**src/rtl/core/sha_pkg.sv**
```systemverilog
`default_nettype none

package sha_pkg;

  localparam int unsigned WordW   = 32;
  localparam int unsigned BlockWords = 16;
  localparam int unsigned Rounds  = 64;
  localparam int unsigned DigestWords = 8;

  localparam int unsigned PosW    = $clog2(BlockWords);
  localparam int unsigned RoundW  = $clog2(Rounds);
  localparam int unsigned DIdxW   = $clog2(DigestWords);

  // Block queue between front and back; depth must be a power of two.
  localparam int unsigned QDepth  = 2;
  localparam int unsigned QPtrW   = (QDepth > 1) ? $clog2(QDepth) : 1;
  localparam int unsigned QCntW   = $clog2(QDepth + 1);

  typedef logic [WordW-1:0] word_t;

  typedef struct packed {
    word_t [BlockWords-1:0] words;  // words[0] arrived first
    logic                   last;
  } block_t;

  typedef struct packed {
    logic full;
    logic empty;
  } q_status_t;

  typedef enum logic [3:0] {
    BkIdle  = 4'b0001,
    BkRound = 4'b0010,
    BkAdd   = 4'b0100,
    BkEmit  = 4'b1000
  } bk_state_e;

  localparam word_t InitChain [DigestWords] = '{
    32'h6a09e667, 32'hbb67ae85, 32'h3c6ef372, 32'ha54ff53a,
    32'h510e527f, 32'h9b05688c, 32'h1f83d9ab, 32'h5be0cd19
  };

  localparam word_t RoundK [Rounds] = '{
    32'h428a2f98, 32'h71374491, 32'hb5c0fbcf, 32'he9b5dba5,
    32'h3956c25b, 32'h59f111f1, 32'h923f82a4, 32'hab1c5ed5,
    32'hd807aa98, 32'h12835b01, 32'h243185be, 32'h550c7dc3,
    32'h72be5d74, 32'h80deb1fe, 32'h9bdc06a7, 32'hc19bf174,
    32'he49b69c1, 32'hefbe4786, 32'h0fc19dc6, 32'h240ca1cc,
    32'h2de92c6f, 32'h4a7484aa, 32'h5cb0a9dc, 32'h76f988da,
    32'h983e5152, 32'ha831c66d, 32'hb00327c8, 32'hbf597fc7,
    32'hc6e00bf3, 32'hd5a79147, 32'h06ca6351, 32'h14292967,
    32'h27b70a85, 32'h2e1b2138, 32'h4d2c6dfc, 32'h53380d13,
    32'h650a7354, 32'h766a0abb, 32'h81c2c92e, 32'h92722c85,
    32'ha2bfe8a1, 32'ha81a664b, 32'hc24b8b70, 32'hc76c51a3,
    32'hd192e819, 32'hd6990624, 32'hf40e3585, 32'h106aa070,
    32'h19a4c116, 32'h1e376c08, 32'h2748774c, 32'h34b0bcb5,
    32'h391c0cb3, 32'h4ed8aa4a, 32'h5b9cca4f, 32'h682e6ff3,
    32'h748f82ee, 32'h78a5636f, 32'h84c87814, 32'h8cc70208,
    32'h90befffa, 32'ha4506ceb, 32'hbef9a3f7, 32'hc67178f2
  };

  function automatic word_t big_sig0(word_t x);
    return {x[1:0], x[31:2]} ^ {x[12:0], x[31:13]} ^ {x[21:0], x[31:22]};
  endfunction

  function automatic word_t big_sig1(word_t x);
    return {x[5:0], x[31:6]} ^ {x[10:0], x[31:11]} ^ {x[24:0], x[31:25]};
  endfunction

  function automatic word_t small_sig0(word_t x);
    return {x[6:0], x[31:7]} ^ {x[17:0], x[31:18]} ^ (x >> 3);
  endfunction

  function automatic word_t small_sig1(word_t x);
    return {x[16:0], x[31:17]} ^ {x[18:0], x[31:19]} ^ (x >> 10);
  endfunction

endpackage

`default_nettype wire

```
**src/rtl/core/sha_if.sv**
```systemverilog
`default_nettype none

interface sha_word_if;
  import sha_pkg::*;
  logic  valid;
  logic  ready;
  word_t message_word;
  logic  ends_message;

  modport source (output valid, output message_word, output ends_message, input ready);
  modport sink   (input valid, input message_word, input ends_message, output ready);
endinterface

interface sha_digest_if;
  import sha_pkg::*;
  logic             valid;
  logic             ready;
  word_t            digest_word;
  logic [DIdxW-1:0] digest_index;
  logic             digest_last;

  modport source (output valid, output digest_word, output digest_index, output digest_last,
                  input ready);
  modport sink   (input valid, input digest_word, input digest_index, input digest_last,
                  output ready);
endinterface

`default_nettype wire

```
**src/rtl/core/sha_front.sv**
```systemverilog
`default_nettype none

module sha_front import sha_pkg::*; (
  input  logic      clk_i,
  input  logic      rst_ni,
  sha_word_if.sink  word_i,
  input  q_status_t q_stat_i,
  output logic      push_o,
  output block_t    block_o
);

  logic [PosW-1:0]        pos_q, pos_d;
  word_t [BlockWords-1:0] buf_q;
  logic                   accept;
  logic                   closing;

  assign closing      = (pos_q == PosW'(BlockWords - 1));
  // Stall only on the closing beat when the queue has no room.
  assign word_i.ready = !(closing && q_stat_i.full);
  assign accept       = word_i.valid && word_i.ready;
  assign push_o       = accept && closing;
  assign pos_d        = accept ? pos_q + PosW'(1) : pos_q;

  always_comb begin
    block_o.words                 = buf_q;
    block_o.words[BlockWords-1]   = word_i.message_word;
    block_o.last                  = word_i.ends_message;
  end

  always_ff @(posedge clk_i or negedge rst_ni) begin
    if (!rst_ni) begin
      pos_q <= '0;
    end else begin
      pos_q <= pos_d;
    end
  end

  always_ff @(posedge clk_i) begin
    if (accept) begin
      buf_q[pos_q] <= word_i.message_word;
    end
  end

endmodule

`default_nettype wire

```
**src/rtl/core/sha_queue.sv**
```systemverilog
`default_nettype none

module sha_queue import sha_pkg::*; (
  input  logic      clk_i,
  input  logic      rst_ni,
  input  logic      push_i,
  input  block_t    block_i,
  input  logic      pop_i,
  output block_t    block_o,
  output q_status_t stat_o
);

  block_t           mem_q [QDepth];
  logic [QPtrW-1:0] wr_ptr_q, rd_ptr_q;
  logic [QCntW-1:0] cnt_q, cnt_d;

  assign stat_o.full  = (cnt_q == QCntW'(QDepth));
  assign stat_o.empty = (cnt_q == '0);
  assign block_o      = mem_q[rd_ptr_q];

  always_comb begin
    cnt_d = cnt_q;
    if (push_i && !pop_i) begin
      cnt_d = cnt_q + QCntW'(1);
    end else if (pop_i && !push_i) begin
      cnt_d = cnt_q - QCntW'(1);
    end
  end

  always_ff @(posedge clk_i or negedge rst_ni) begin
    if (!rst_ni) begin
      wr_ptr_q <= '0;
      rd_ptr_q <= '0;
      cnt_q    <= '0;
    end else begin
      cnt_q <= cnt_d;
      if (push_i) begin
        wr_ptr_q <= wr_ptr_q + QPtrW'(1);
      end
      if (pop_i) begin
        rd_ptr_q <= rd_ptr_q + QPtrW'(1);
      end
    end
  end

  always_ff @(posedge clk_i) begin
    if (push_i) begin
      mem_q[wr_ptr_q] <= block_i;
    end
  end

endmodule

`default_nettype wire

```
**src/rtl/core/sha_back.sv**
```systemverilog
`default_nettype none

module sha_back import sha_pkg::*; (
  input  logic        clk_i,
  input  logic        rst_ni,
  input  q_status_t   q_stat_i,
  input  block_t      block_i,
  output logic        pop_o,
  sha_digest_if.source digest_o
);

  bk_state_e               state_q, state_d;
  logic [RoundW-1:0]       rnd_q;
  logic [DIdxW-1:0]        idx_q;
  logic                    last_q;
  word_t [DigestWords-1:0] chain_q;
  word_t [DigestWords-1:0] v_q;
  word_t [BlockWords-1:0]  win_q;
  word_t                   w_t, t1, t2;
  logic                    early;
  logic                    emit_hs;

  // Window holds w[t-16..t-1]; for the first 16 rounds it holds the block itself.
  assign early = (rnd_q < RoundW'(BlockWords));
  assign w_t   = early ? win_q[0]
               : small_sig1(win_q[14]) + win_q[9] + small_sig0(win_q[1]) + win_q[0];

  assign t1 = v_q[7] + big_sig1(v_q[4]) + ((v_q[4] & v_q[5]) ^ (~v_q[4] & v_q[6]))
            + RoundK[rnd_q] + w_t;
  assign t2 = big_sig0(v_q[0]) + ((v_q[0] & v_q[1]) ^ (v_q[0] & v_q[2]) ^ (v_q[1] & v_q[2]));

  assign pop_o   = (state_q == BkIdle) && !q_stat_i.empty;
  assign emit_hs = digest_o.valid && digest_o.ready;

  assign digest_o.valid        = (state_q == BkEmit);
  assign digest_o.digest_word  = chain_q[idx_q];
  assign digest_o.digest_index = idx_q;
  assign digest_o.digest_last  = (idx_q == DIdxW'(DigestWords - 1));

  always_comb begin
    state_d = state_q;
    case (state_q)
      BkIdle:  if (pop_o) state_d = BkRound;
      BkRound: if (rnd_q == RoundW'(Rounds - 1)) state_d = BkAdd;
      BkAdd:   state_d = last_q ? BkEmit : BkIdle;
      BkEmit:  if (emit_hs && digest_o.digest_last) state_d = BkIdle;
      default: state_d = BkIdle;
    endcase
  end

  always_ff @(posedge clk_i or negedge rst_ni) begin
    if (!rst_ni) begin
      state_q <= BkIdle;
      rnd_q   <= '0;
      idx_q   <= '0;
      last_q  <= 1'b0;
      for (int i = 0; i < DigestWords; i++) begin
        chain_q[i] <= InitChain[i];
      end
    end else begin
      state_q <= state_d;
      case (state_q)
        BkIdle: begin
          rnd_q <= '0;
          idx_q <= '0;
          if (pop_o) begin
            last_q <= block_i.last;
          end
        end
        BkRound: rnd_q <= rnd_q + RoundW'(1);
        BkAdd: begin
          for (int i = 0; i < DigestWords; i++) begin
            chain_q[i] <= chain_q[i] + v_q[i];
          end
        end
        BkEmit: begin
          if (emit_hs) begin
            idx_q <= idx_q + DIdxW'(1);
            if (digest_o.digest_last) begin
              for (int i = 0; i < DigestWords; i++) begin
                chain_q[i] <= InitChain[i];
              end
            end
          end
        end
        default: rnd_q <= '0;
      endcase
    end
  end

  always_ff @(posedge clk_i) begin
    if (pop_o) begin
      v_q   <= chain_q;
      win_q <= block_i.words;
    end else if (state_q == BkRound) begin
      v_q[7] <= v_q[6];
      v_q[6] <= v_q[5];
      v_q[5] <= v_q[4];
      v_q[4] <= v_q[3] + t1;
      v_q[3] <= v_q[2];
      v_q[2] <= v_q[1];
      v_q[1] <= v_q[0];
      v_q[0] <= t1 + t2;
      for (int i = 0; i < BlockWords - 1; i++) begin
        win_q[i] <= win_q[i+1];
      end
      win_q[BlockWords-1] <= w_t;
    end
  end

endmodule

`default_nettype wire

```
**src/rtl/core/sha256_block_hash.sv**
```systemverilog
// SHA-256 block hasher. From the beat of a block's 16th word to the first digest beat the
//   block passes through queue write, 64 rounds at one per cycle, chain add and emit.
// The block rate is set by the single round unit in the back end; the word port keeps taking
//   beats while up to two blocks wait.
// Reset (rst_ni, async, low): chain to the standard initial value, position and queue empty.
`default_nettype none

module sha256_block_hash import sha_pkg::*; (
  input  logic         clk_i,
  input  logic         rst_ni,
  sha_word_if.sink     word_i,
  sha_digest_if.source digest_o
);

  // Front: gather words into a block, push it on the closing beat.
  q_status_t q_stat;
  logic      push;
  logic      pop;
  block_t    push_block;
  block_t    head_block;

  sha_front u_front (
    .clk_i    (clk_i),
    .rst_ni   (rst_ni),
    .word_i   (word_i),
    .q_stat_i (q_stat),
    .push_o   (push),
    .block_o  (push_block)
  );

  // Queue: hold finished blocks so the front waits on the rounds only when the queue is full.
  sha_queue u_queue (
    .clk_i   (clk_i),
    .rst_ni  (rst_ni),
    .push_i  (push),
    .block_i (push_block),
    .pop_i   (pop),
    .block_o (head_block),
    .stat_o  (q_stat)
  );

  // Back: run 64 rounds, add into the chain, emit the digest on a closing block.
  sha_back u_back (
    .clk_i    (clk_i),
    .rst_ni   (rst_ni),
    .q_stat_i (q_stat),
    .block_i  (head_block),
    .pop_o    (pop),
    .digest_o (digest_o)
  );

  // Never pop an empty queue.
  assert property (@(posedge clk_i) disable iff (!rst_ni) pop |-> !q_stat.empty)
    else $error("pop from empty block queue");

  // Never push into a full queue.
  assert property (@(posedge clk_i) disable iff (!rst_ni) push |-> !q_stat.full)
    else $error("push into full block queue");

  // Last flag marks exactly the final digest word.
  assert property (@(posedge clk_i) disable iff (!rst_ni)
    digest_o.valid |-> (digest_o.digest_last == (digest_o.digest_index == DIdxW'(DigestWords - 1))))
    else $error("digest_last out of step with digest_index");

endmodule

`default_nettype wire

```
**src/flat_wrapper.sv**
```systemverilog
// flat-port wrapper written by rule: the top's interface ports become plain ports
module sha256_block_hash_flat import sha_pkg::*;
  (clk_i, rst_ni, word_i_valid, word_i_message_word, word_i_ends_message, word_i_ready, digest_o_valid, digest_o_digest_word, digest_o_digest_index, digest_o_digest_last, digest_o_ready);
  sha_word_if word_i_i ();
  sha_digest_if digest_o_i ();
  input  logic clk_i;
  input  logic rst_ni;
  input wire logic [$bits(word_i_i.valid)-1:0] word_i_valid;
  input wire logic [$bits(word_i_i.message_word)-1:0] word_i_message_word;
  input wire logic [$bits(word_i_i.ends_message)-1:0] word_i_ends_message;
  output wire logic [$bits(word_i_i.ready)-1:0] word_i_ready;
  output wire logic [$bits(digest_o_i.valid)-1:0] digest_o_valid;
  output wire logic [$bits(digest_o_i.digest_word)-1:0] digest_o_digest_word;
  output wire logic [$bits(digest_o_i.digest_index)-1:0] digest_o_digest_index;
  output wire logic [$bits(digest_o_i.digest_last)-1:0] digest_o_digest_last;
  input wire logic [$bits(digest_o_i.ready)-1:0] digest_o_ready;
  assign word_i_i.valid = word_i_valid;
  assign word_i_i.message_word = word_i_message_word;
  assign word_i_i.ends_message = word_i_ends_message;
  assign word_i_ready = word_i_i.ready;
  assign digest_o_valid = digest_o_i.valid;
  assign digest_o_digest_word = digest_o_i.digest_word;
  assign digest_o_digest_index = digest_o_i.digest_index;
  assign digest_o_digest_last = digest_o_i.digest_last;
  assign digest_o_i.ready = digest_o_ready;
  sha256_block_hash u_core (.clk_i(clk_i), .rst_ni(rst_ni), .word_i(word_i_i), .digest_o(digest_o_i));
endmodule
```
**config.mk**
```make
export PLATFORM = sky130hd
export DESIGN_NAME = sha256_block_hash_flat
export DESIGN_NICKNAME = d
export VERILOG_FILES = /design/src/rtl/core/sha_pkg.sv /design/src/rtl/core/sha_if.sv /design/src/rtl/core/sha_front.sv /design/src/rtl/core/sha_queue.sv /design/src/rtl/core/sha_back.sv /design/src/rtl/core/sha256_block_hash.sv /design/src/flat_wrapper.sv
export SDC_FILE = /design/constraint.sdc
export NUM_CORES = 2
export LEC_CHECK = 0
export BUFFER_PORTS_ARGS = -buffer_cell sky130_fd_sc_hd__buf_2
export CAP_MARGIN = 20
export CORE_MARGIN = 1
export CORE_UTILIZATION = 25
export CTS_CLUSTER_SIZE = 30
export DETAILED_ROUTE_END_ITERATION = 8
export PLACE_DENSITY_LB_ADDON = 0.3
export SYNTH_ARGS = -nofsm -noshare
export SYNTH_HDL_FRONTEND = slang
export SYNTH_SLANG_ARGS = --single-unit
```
**constraint.sdc**
```tcl
create_clock -name clk_i -period 36.2 [get_ports clk_i]
set_clock_uncertainty 0.15 [all_clocks]
set_input_delay 3.62 -clock clk_i [delete_from_list [all_inputs] [get_ports clk_i]]
set_output_delay 3.62 -clock clk_i [all_outputs]
set_load 0.1 [all_outputs]
```
Word level (Yosys, flattened, before mapping)
Memories as Yosys holds them, arrays and structs flattened.
Cells that the tools add are included.
{"block": "op_classes", "eq_ne": 13, "n_addsub": 25, "magnitude_cmp": 5, "n_reduce_logical": 23, "n_mux": 27, "bitwise": 18}
{"op": "2-to-1 mux 256 bit", "count": 4}
{"op": "2-to-1 mux 512 bit", "count": 2}
{"op": "adder 32 bit", "count": 18}
{"op": "bitwise mux 512 bit", "count": 1}
{"op": "case mux 256 bit (2 select lines)", "count": 1}
{"op": "XOR 32 bit", "count": 9}
{"op": "bitwise AND 32 bit", "count": 5}
{"op": "2-to-1 mux 32 bit", "count": 5}
{"op": "demux 32 bit (select 4 bit)", "count": 1}
{"op": "binary-select mux 32 bit (select 3 bit)", "count": 1}
{"op": "NOT 32 bit", "count": 1}
{"op": "XOR 32 x 22 -> 32 bit", "count": 1}
{"op": "XOR 32 x 29 -> 32 bit", "count": 1}
{"op": "2-to-1 mux 4 bit", "count": 4}
{"op": "case mux 4 bit (4 select lines)", "count": 1}
{"op": "case mux 6 bit (2 select lines)", "count": 1}
{"op": "logical AND 1 bit", "count": 9}
{"op": "== test 4 bit, second input constant", "count": 2}
{"op": "!= test 2 x 1 -> 1 bit, second input constant", "count": 4}
{"op": "nonzero test 2 bit", "count": 4}
{"op": ">= comparator 7 bit, second input constant", "count": 1}
{"op": "NOT 6 -> 7 bit", "count": 1}
{"op": "adder 6 x 1 -> 6 bit, second input constant", "count": 1}
{"op": "== test 6 bit, second input constant", "count": 1}
{"op": "other kinds (24)", "count": 32}
{"block": "totals", "regBits": 1558, "mem_bits_ro": 2048, "ram_bits": 1026, "word_cells": 169, "out_inout_bits": 38, "in_bits": 37, "memories": 2}
{"memory": "(no name shown)", "words": 64, "word_bits": 32, "rd": 1, "rd_clocked_by_memory_dff": 0, "wr": 0, "line_no": "sha_back.sv:29", "text": "+ RoundK[rnd_q] + w_t;"}
{"memory": "u_core.u_queue.mem_q", "words": 2, "word_bits": 513, "rd": 1, "rd_clocked_by_memory_dff": 0, "wr": 1, "line_no": "sha_queue.sv:13", "text": "block_t mem_q [QDepth];"}

Logic depth before layout (Yosys ltp)
{"block": "logic_depth", "ltp_word": 10, "ltp_mapped": 48, "mapped_depth_nobuf": 48}

Cells and area by module
Synthesis repeated with hierarchy kept, for this count alone.
{"block": "unflattened", "hier_cells": 10002, "area_unflattened_um2": 126108.4}
{"module": "sha_back", "area_per_inst_um2": 71816.4, "seq_area_each_um2": 29990.0, "cells_each": 7833, "n_inst": 1}
{"module": "sha_queue", "area_per_inst_um2": 39222.6, "seq_area_each_um2": 30909.6, "cells_each": 1612, "n_inst": 1}
{"module": "sha_front", "area_per_inst_um2": 15069.5, "seq_area_each_um2": 14513.9, "cells_each": 557, "n_inst": 1}

Least setup slack after synthesis
Ideal clock, no wire load.
{"block": "synth_timing", "kind": "input-to-reg", "start": "input word_i_valid", "end": "memory u_core.u_queue.mem_q[0][0] in the netlist's numbering, enable pin", "path_buffers": 1, "setup_ps": 1401, "arrival_time_ps": 25461, "slack_ps": 9188, "cell_stages": 5, "required_time_ps": 34649, "path_cell_list": "and2_1 clkbuf_1 and3_1 nand2_1 nor2_1"}
{"block": "synth_via", "elab_chain_len": 4}
{"element": "from (decl)", "line_no": "flat_wrapper.sv:8", "text": "input wire logic [$bits(word_i_i.valid)-1:0] word_i_valid;"}
{"element": "logical AND 1 bit", "line_no": "sha_front.sv:20", "text": "assign accept = word_i.valid && word_i.ready;"}
{"element": "logical AND 1 bit", "line_no": "sha_front.sv:21", "text": "assign push_o = accept && closing;"}
{"element": "2-to-1 mux 1 bit", "line_no": "sha_queue.sv:47", "text": "if (push_i) begin"}
{"element": "2-to-1 mux 1 bit (not written as such)", "line_no": "sha_queue.sv:48", "text": "mem_q[wr_ptr_q] <= block_i;"}
{"element": "to (decl)", "line_no": "sha_queue.sv:13"}
Every way passes these cells.

Final worst setup path
{"block": "layout_timing", "start": "register u_core.u_back.win_q[40] in the netlist's numbering", "end": "register u_core.u_back.v_q[31] in the netlist's numbering, data pin"}
{"block": "layout_via", "elab_chain_len": 9}
{"element": "from (decl)", "line_no": "sha_back.sv:18", "text": "word_t [BlockWords-1:0] win_q;"}
{"element": "from (signal assigned)", "line_no": "sha_back.sv:94", "text": "win_q <= block_i.words;"}
{"element": "from (signal, indexed assignment)", "line_no": "sha_back.sv:105", "text": "win_q[i] <= win_q[i+1];"}
{"element": "from (signal, indexed assignment)", "line_no": "sha_back.sv:107", "text": "win_q[BlockWords-1] <= w_t;"}
{"element": "XOR 32 bit", "line_no": "sha_pkg.sv:71", "text": "return {x[6:0], x[31:7]} ^ {x[17:0], x[31:18]} ^ (x >> 3);"}
{"element": "XOR 32 x 29 -> 32 bit (*)", "line_no": "sha_pkg.sv:71"}
{"element": "adder 32 bit (*) (2 in a row)", "line_no": "sha_back.sv:26", "text": ": small_sig1(win_q[14]) + win_q[9] + small_sig0(win_q[1]) + win_q[0];"}
{"element": "2-to-1 mux 32 bit (*)", "line_no": "sha_back.sv:25", "text": "assign w_t = early ? win_q[0]"}
{"element": "adder 32 bit (*)", "line_no": "sha_back.sv:29"}
{"element": "adder 32 bit (*)", "line_no": "sha_back.sv:103", "text": "v_q[0] <= t1 + t2;"}
{"element": "2-to-1 mux 256 bit (*)", "line_no": "sha_back.sv:95", "text": "end else if (state_q == BkRound) begin"}
{"element": "2-to-1 mux 256 bit (*)", "line_no": "sha_back.sv:92", "text": "if (pop_o) begin"}
{"element": "to (signal assigned)", "line_no": "sha_back.sv:93", "text": "v_q <= chain_q;"}
{"element": "to (decl)", "line_no": "sha_back.sv:17", "text": "word_t [DigestWords-1:0] v_q;"}
Every way passes the cells marked *; elsewhere a longest branch is shown, timed or not. The select of a mux whose other input is x is not followed.
A chain may end at the register's enable or synchronous reset.

==> summary.txt <==
Pwr
  • Total power of the final layout: roughly 6.3 mW
  • Peak supply drop: 0.04146 mV
  • Power per standard cell area: ~45 nW/µm²
  • Cell leakage power: ~54 nW

Clock tree
  • Root Buffer Master: clkbuf_16
  • Post-CTS setup buffer count: 0
  • Number of resized instances in the post-cts repair step: 0
  • Clock-pin slew on the worst setup and hold paths: roughly 0.06 ns
  • Hold-fix buffers, CTS: 0
  • Max Root-Sink Buffers: 4
  • TritonCTS clock tree: yes
  • Total number of H-tree levels: 5
  • Number of buffers inserted during clock tree synthesis: 281
  • Clock Sinks: 2,552
  • Clock latency of the later-clocked register in the worst-skew pair: between 0.9 and 1 ns

Worst setup path
  • Max incr delay on CP: 0.52 ns
  • Worst setup path category: reg2reg
  • Category of the worst setup path launch point: flop
  • Register-to-Register Path Depth: 47
  • Critical path origin: u_core.u_back.win_q[40]
  • Reg-to-reg startpoint: u_core.u_back.win_q[40]
  • Endpoint of the most critical setup path: u_core.u_back.v_q[31]
  • WP data required: between 30 and 40 ns
  • Reg2reg setup slack: 24.91 ns
  • Endpoint of the lowest-slack register-to-register path: u_core.u_back.v_q[31]
  • Critical-path top delay cell: fa_1
  • Cell mode on critical path: inv_1
  • Biggest fanout along the worst timing path: 6
  • Element type at the critical path end: flop
  • Critical path data arrival time: 11.72 ns

Logic synthesis
  • Share of Yosys cell area claimed by the top area cell type: 0.5594
  • Most common cell in the netlist: edfxtp_1
  • Register bit count reported by yosys: roughly 2.6k
  • Per-instance average area after synthesis: ~13 µm²
  • Number of nets produced by synthesis: 10.24k
  • Post-Synthesis Cell Area: roughly 120,000 µm²
  • Sequential share of the synthesized area: 0.6177
  • Total of warnings raised by yosys: 0
  • Synthesized instance count: 9,612
  • Yosys top cell by area: edfxtp_1
  • Most frequently used flop master after synthesis: edfxtp_1
  • Leading post-synthesis cells by cell area: edfxtp_1 56%, nand2_1 4.4%, mux2i_1 4.1%, ha_1 4.1%, o21ai_0 3.6%
  • Async set-or-reset flop fraction in the synthesized netlist: 0.1089
  • EDFF count, synth: 2,274
  • Most common library cells after synthesis: 2,274 x edfxtp_1, 1,445 x nand2_1, 886 x o21ai_0
  • Distinct cell type count after synthesis: just over 90

Drt
  • DRT Wirelength: between 300,000 and 400,000 µm
  • Residual antenna-violating net count after detailed routing: 0
  • Average detailed-routed wire length per instance: 21.77 µm
  • Vias per inst: 4.599
  • Total vias in the final route: 75.10k
  • Number of DRC violations after detailed routing: 0
  • Iteration-0 DRC count of the detailed router: between 6k and 7k
  • Count of TritonRoute iterations in the first routing pass: 5

Die
  • Initial cell density of the core: 0.2511
  • Row count: 256
  • Die area: approximately 490,000 µm²
  • Floorplan core area: 486,200 µm²
  • Die Wd: 700.8 µm
  • Floorplan die height: 700.8 µm
  • Number of primary I/O pins: 75

Finish
  • Footprint of the flip-flops and latches: 75,430 µm²
  • Multi-input gate area: 43,440 µm²
  • Layout Nets: 10.28k
  • Area overhead of the layout relative to synthesis: 13.72%
  • Filler instances: 49.69k
  • Share of layout cells above drive strength 1: 0.09432

Run status
  • Outcome: complete, no violations

STA
  • Tcrit/Tclk final: 0.3120
  • RSZ-0062 raised after global routing: false
  • Worst Max-Slew Pin Slew: 1.177 ns
  • Final critical-path setup slack: around 25 ns
  • Max-slew violation count: 0
  • Hold Violations, Final: 0
  • Final setup violation count: 0
  • Total Negative Setup Slacks: 0 ns
  • Crit path time final: roughly 11 ns
  • Worst rel slew slack: 0.1931
  • Maximum clock frequency: 88.55 MHz

GRT
  • Grt total ovfl: 0
  • Pin count of the biggest net entering global routing: ~170
  • Global-route wire length before repair: 516,600 µm
  • Global routing usage summed across all routing layers: 0.1404
  • Antenna violations before repair: 23
  • Number of global-route vias before repair: 73.82k

Placed design
  • Half-perimeter wire length after detailed placement: 236,700 µm
  • Worst slack, placed: between 20 and 30 ns
  • Number of buffer cells added on primary ports: 74
  • Placer Congestion: about 0.90

Worst hold path
  • Type of the worst min-delay path: reg2reg

Job
  • Max-capacitance violation count: 0
metrics by stage:
step	util	instance area, µm²	hold slack, ns	cells
after CTS	0.2854	138800	0.2196	16320
after detailed placement	0.2674	130000	0.2790	15820
after global placement	0.2674	130000	0.2717	15820
after global routing	0.2855	138800	0.2327	16320
final	0.2855	138800	0.2108	16330
after floorplan	-	122100	0.2715	9612
cell families after synthesis:
logic type / after synthesis / share of synthesized area
AOI/OAI and AO/OA: 2113 / 0.1028
xor gates and xnor gates: 587 / 0.04211
adders and majority gates: 599 / 0.07328
buffers and inverters: 887 / 0.02727
DFF: 2552 / 0.6177
muxes: 630 / 0.05934
and+or+nand+nor: 2244 / 0.07742
routing by layer:
metal  vias to the layer above  GRT usage  routed length, µm
met5                         -          0                 60
met4                        10    0.03037               7897
met3                       402    0.01899              16900
met2                      1753     0.2256             163000
met1                     37970     0.2012             167600
li1                      34970          -                  -
where the power goes:
group          switching, mW  leakage, nW  internal, mW
clock network           1.23         4.27          1.58
logic                  0.122         25.5        0.0204
registers             0.0304         24.5          3.32
total                   1.38         54.3          4.91
registers in the layout, indices dropped and copies added, names as in the netlist:
signal and cells:
u_core.u_back.digest_o.digest_index 3, u_core.u_queue.rd_ptr_q 1, u_core.u_queue.cnt_q 2, u_core.u_back.chain_q 256, u_core.u_front.block_o 480, u_core.u_back.v_q 256
u_core.u_queue.wr_ptr_q 1, u_core.u_back.last_q 1, u_core.u_queue.mem_q 1026, u_core.u_back.state_q 4, u_core.u_back.win_q 512, u_core.u_back.rnd_q 6
u_core.u_front.pos_q 4
worst max-delay path, delay by kind of cell, from the launching register on:
kind | cells | cell delay, ns
XOR/XNOR | 4 | 0.81
flip-flops | 1 | 0.48
AND/OR/NAND/NOR | 8 | 0.99
buffers and inverters | 8 | 0.57
AO/OA/AOI/OAI | 17 | 4.03
adder cells (fa/ha/maj) | 10 | 3.93
cell usage in the layout (no fill, tap or decap), types with 23 or more instances in the layout:
| cell type | Yosys | final |
|---|---|---|
| edfxtp_1 | 2274 | 2274 |
| nand2_1 | 1445 | 1443 |
| o21ai_0 | 886 | 885 |
| a21oi_1 | 529 | 529 |
| mux2i_1 | 501 | 501 |
| inv_1 | 442 | 442 |
| ha_1 | 399 | 399 |
| nor2_1 | 359 | 356 |
| xnor2_1 | 336 | 336 |
| clkbuf_16 | 0 | 286 |
| xor2_1 | 251 | 251 |
| fa_1 | 195 | 195 |
| a21o_1 | 187 | 187 |
| dfstp_2 | 137 | 137 |
| dfrtp_1 | 141 | 134 |
| buf_4 | 0 | 115 |
| nand3_1 | 73 | 73 |
| buf_2 | 0 | 73 |
| clkbuf_1 | 420 | 72 |
| mux4_2 | 69 | 69 |
| nor2b_1 | 67 | 67 |
| o21a_1 | 63 | 63 |
| nand2b_1 | 63 | 63 |
| nor3_1 | 61 | 61 |
| a211oi_1 | 60 | 60 |
| mux2_2 | 60 | 60 |
| clkinv_1 | 3 | 48 |
| a31oi_1 | 48 | 47 |
| clkinv_2 | 0 | 46 |
| o21bai_1 | 36 | 36 |
| and3_1 | 36 | 35 |
| o211ai_1 | 34 | 34 |
| o31ai_1 | 33 | 33 |
| a211o_1 | 23 | 23 |
how the worst min path moves through the flow:
stage,start,end,depth (start not counted)
floorplan,u_core.u_front.block_o[100],u_core.u_queue.mem_q[0][100],0
global placement,u_core.u_front.block_o[205],u_core.u_queue.mem_q[0][205],0
detailed placement,u_core.u_front.block_o[149],u_core.u_queue.mem_q[1][149],0
CTS,u_core.u_front.block_o[430],u_core.u_queue.mem_q[1][430],0
global route,u_core.u_front.block_o[175],u_core.u_queue.mem_q[0][175],0
finish,u_core.u_front.block_o[175],u_core.u_queue.mem_q[0][175],0
final cells by class:
type | instances | share of cell area
Sequential cell | 2552 | 0.5433
Inverter | 446 | 0.01211
Antenna cell | 9 | 0.0001622
Tap cell | 6450 | 0.05813
Multi-Input combinational cell | 6173 | 0.3129
Clock inverter | 138 | 0.009030
Timing Repair Buffer | 198 | 0.01026
Clock buffer | 364 | 0.05409
Power figures use the tool's default switching activity.
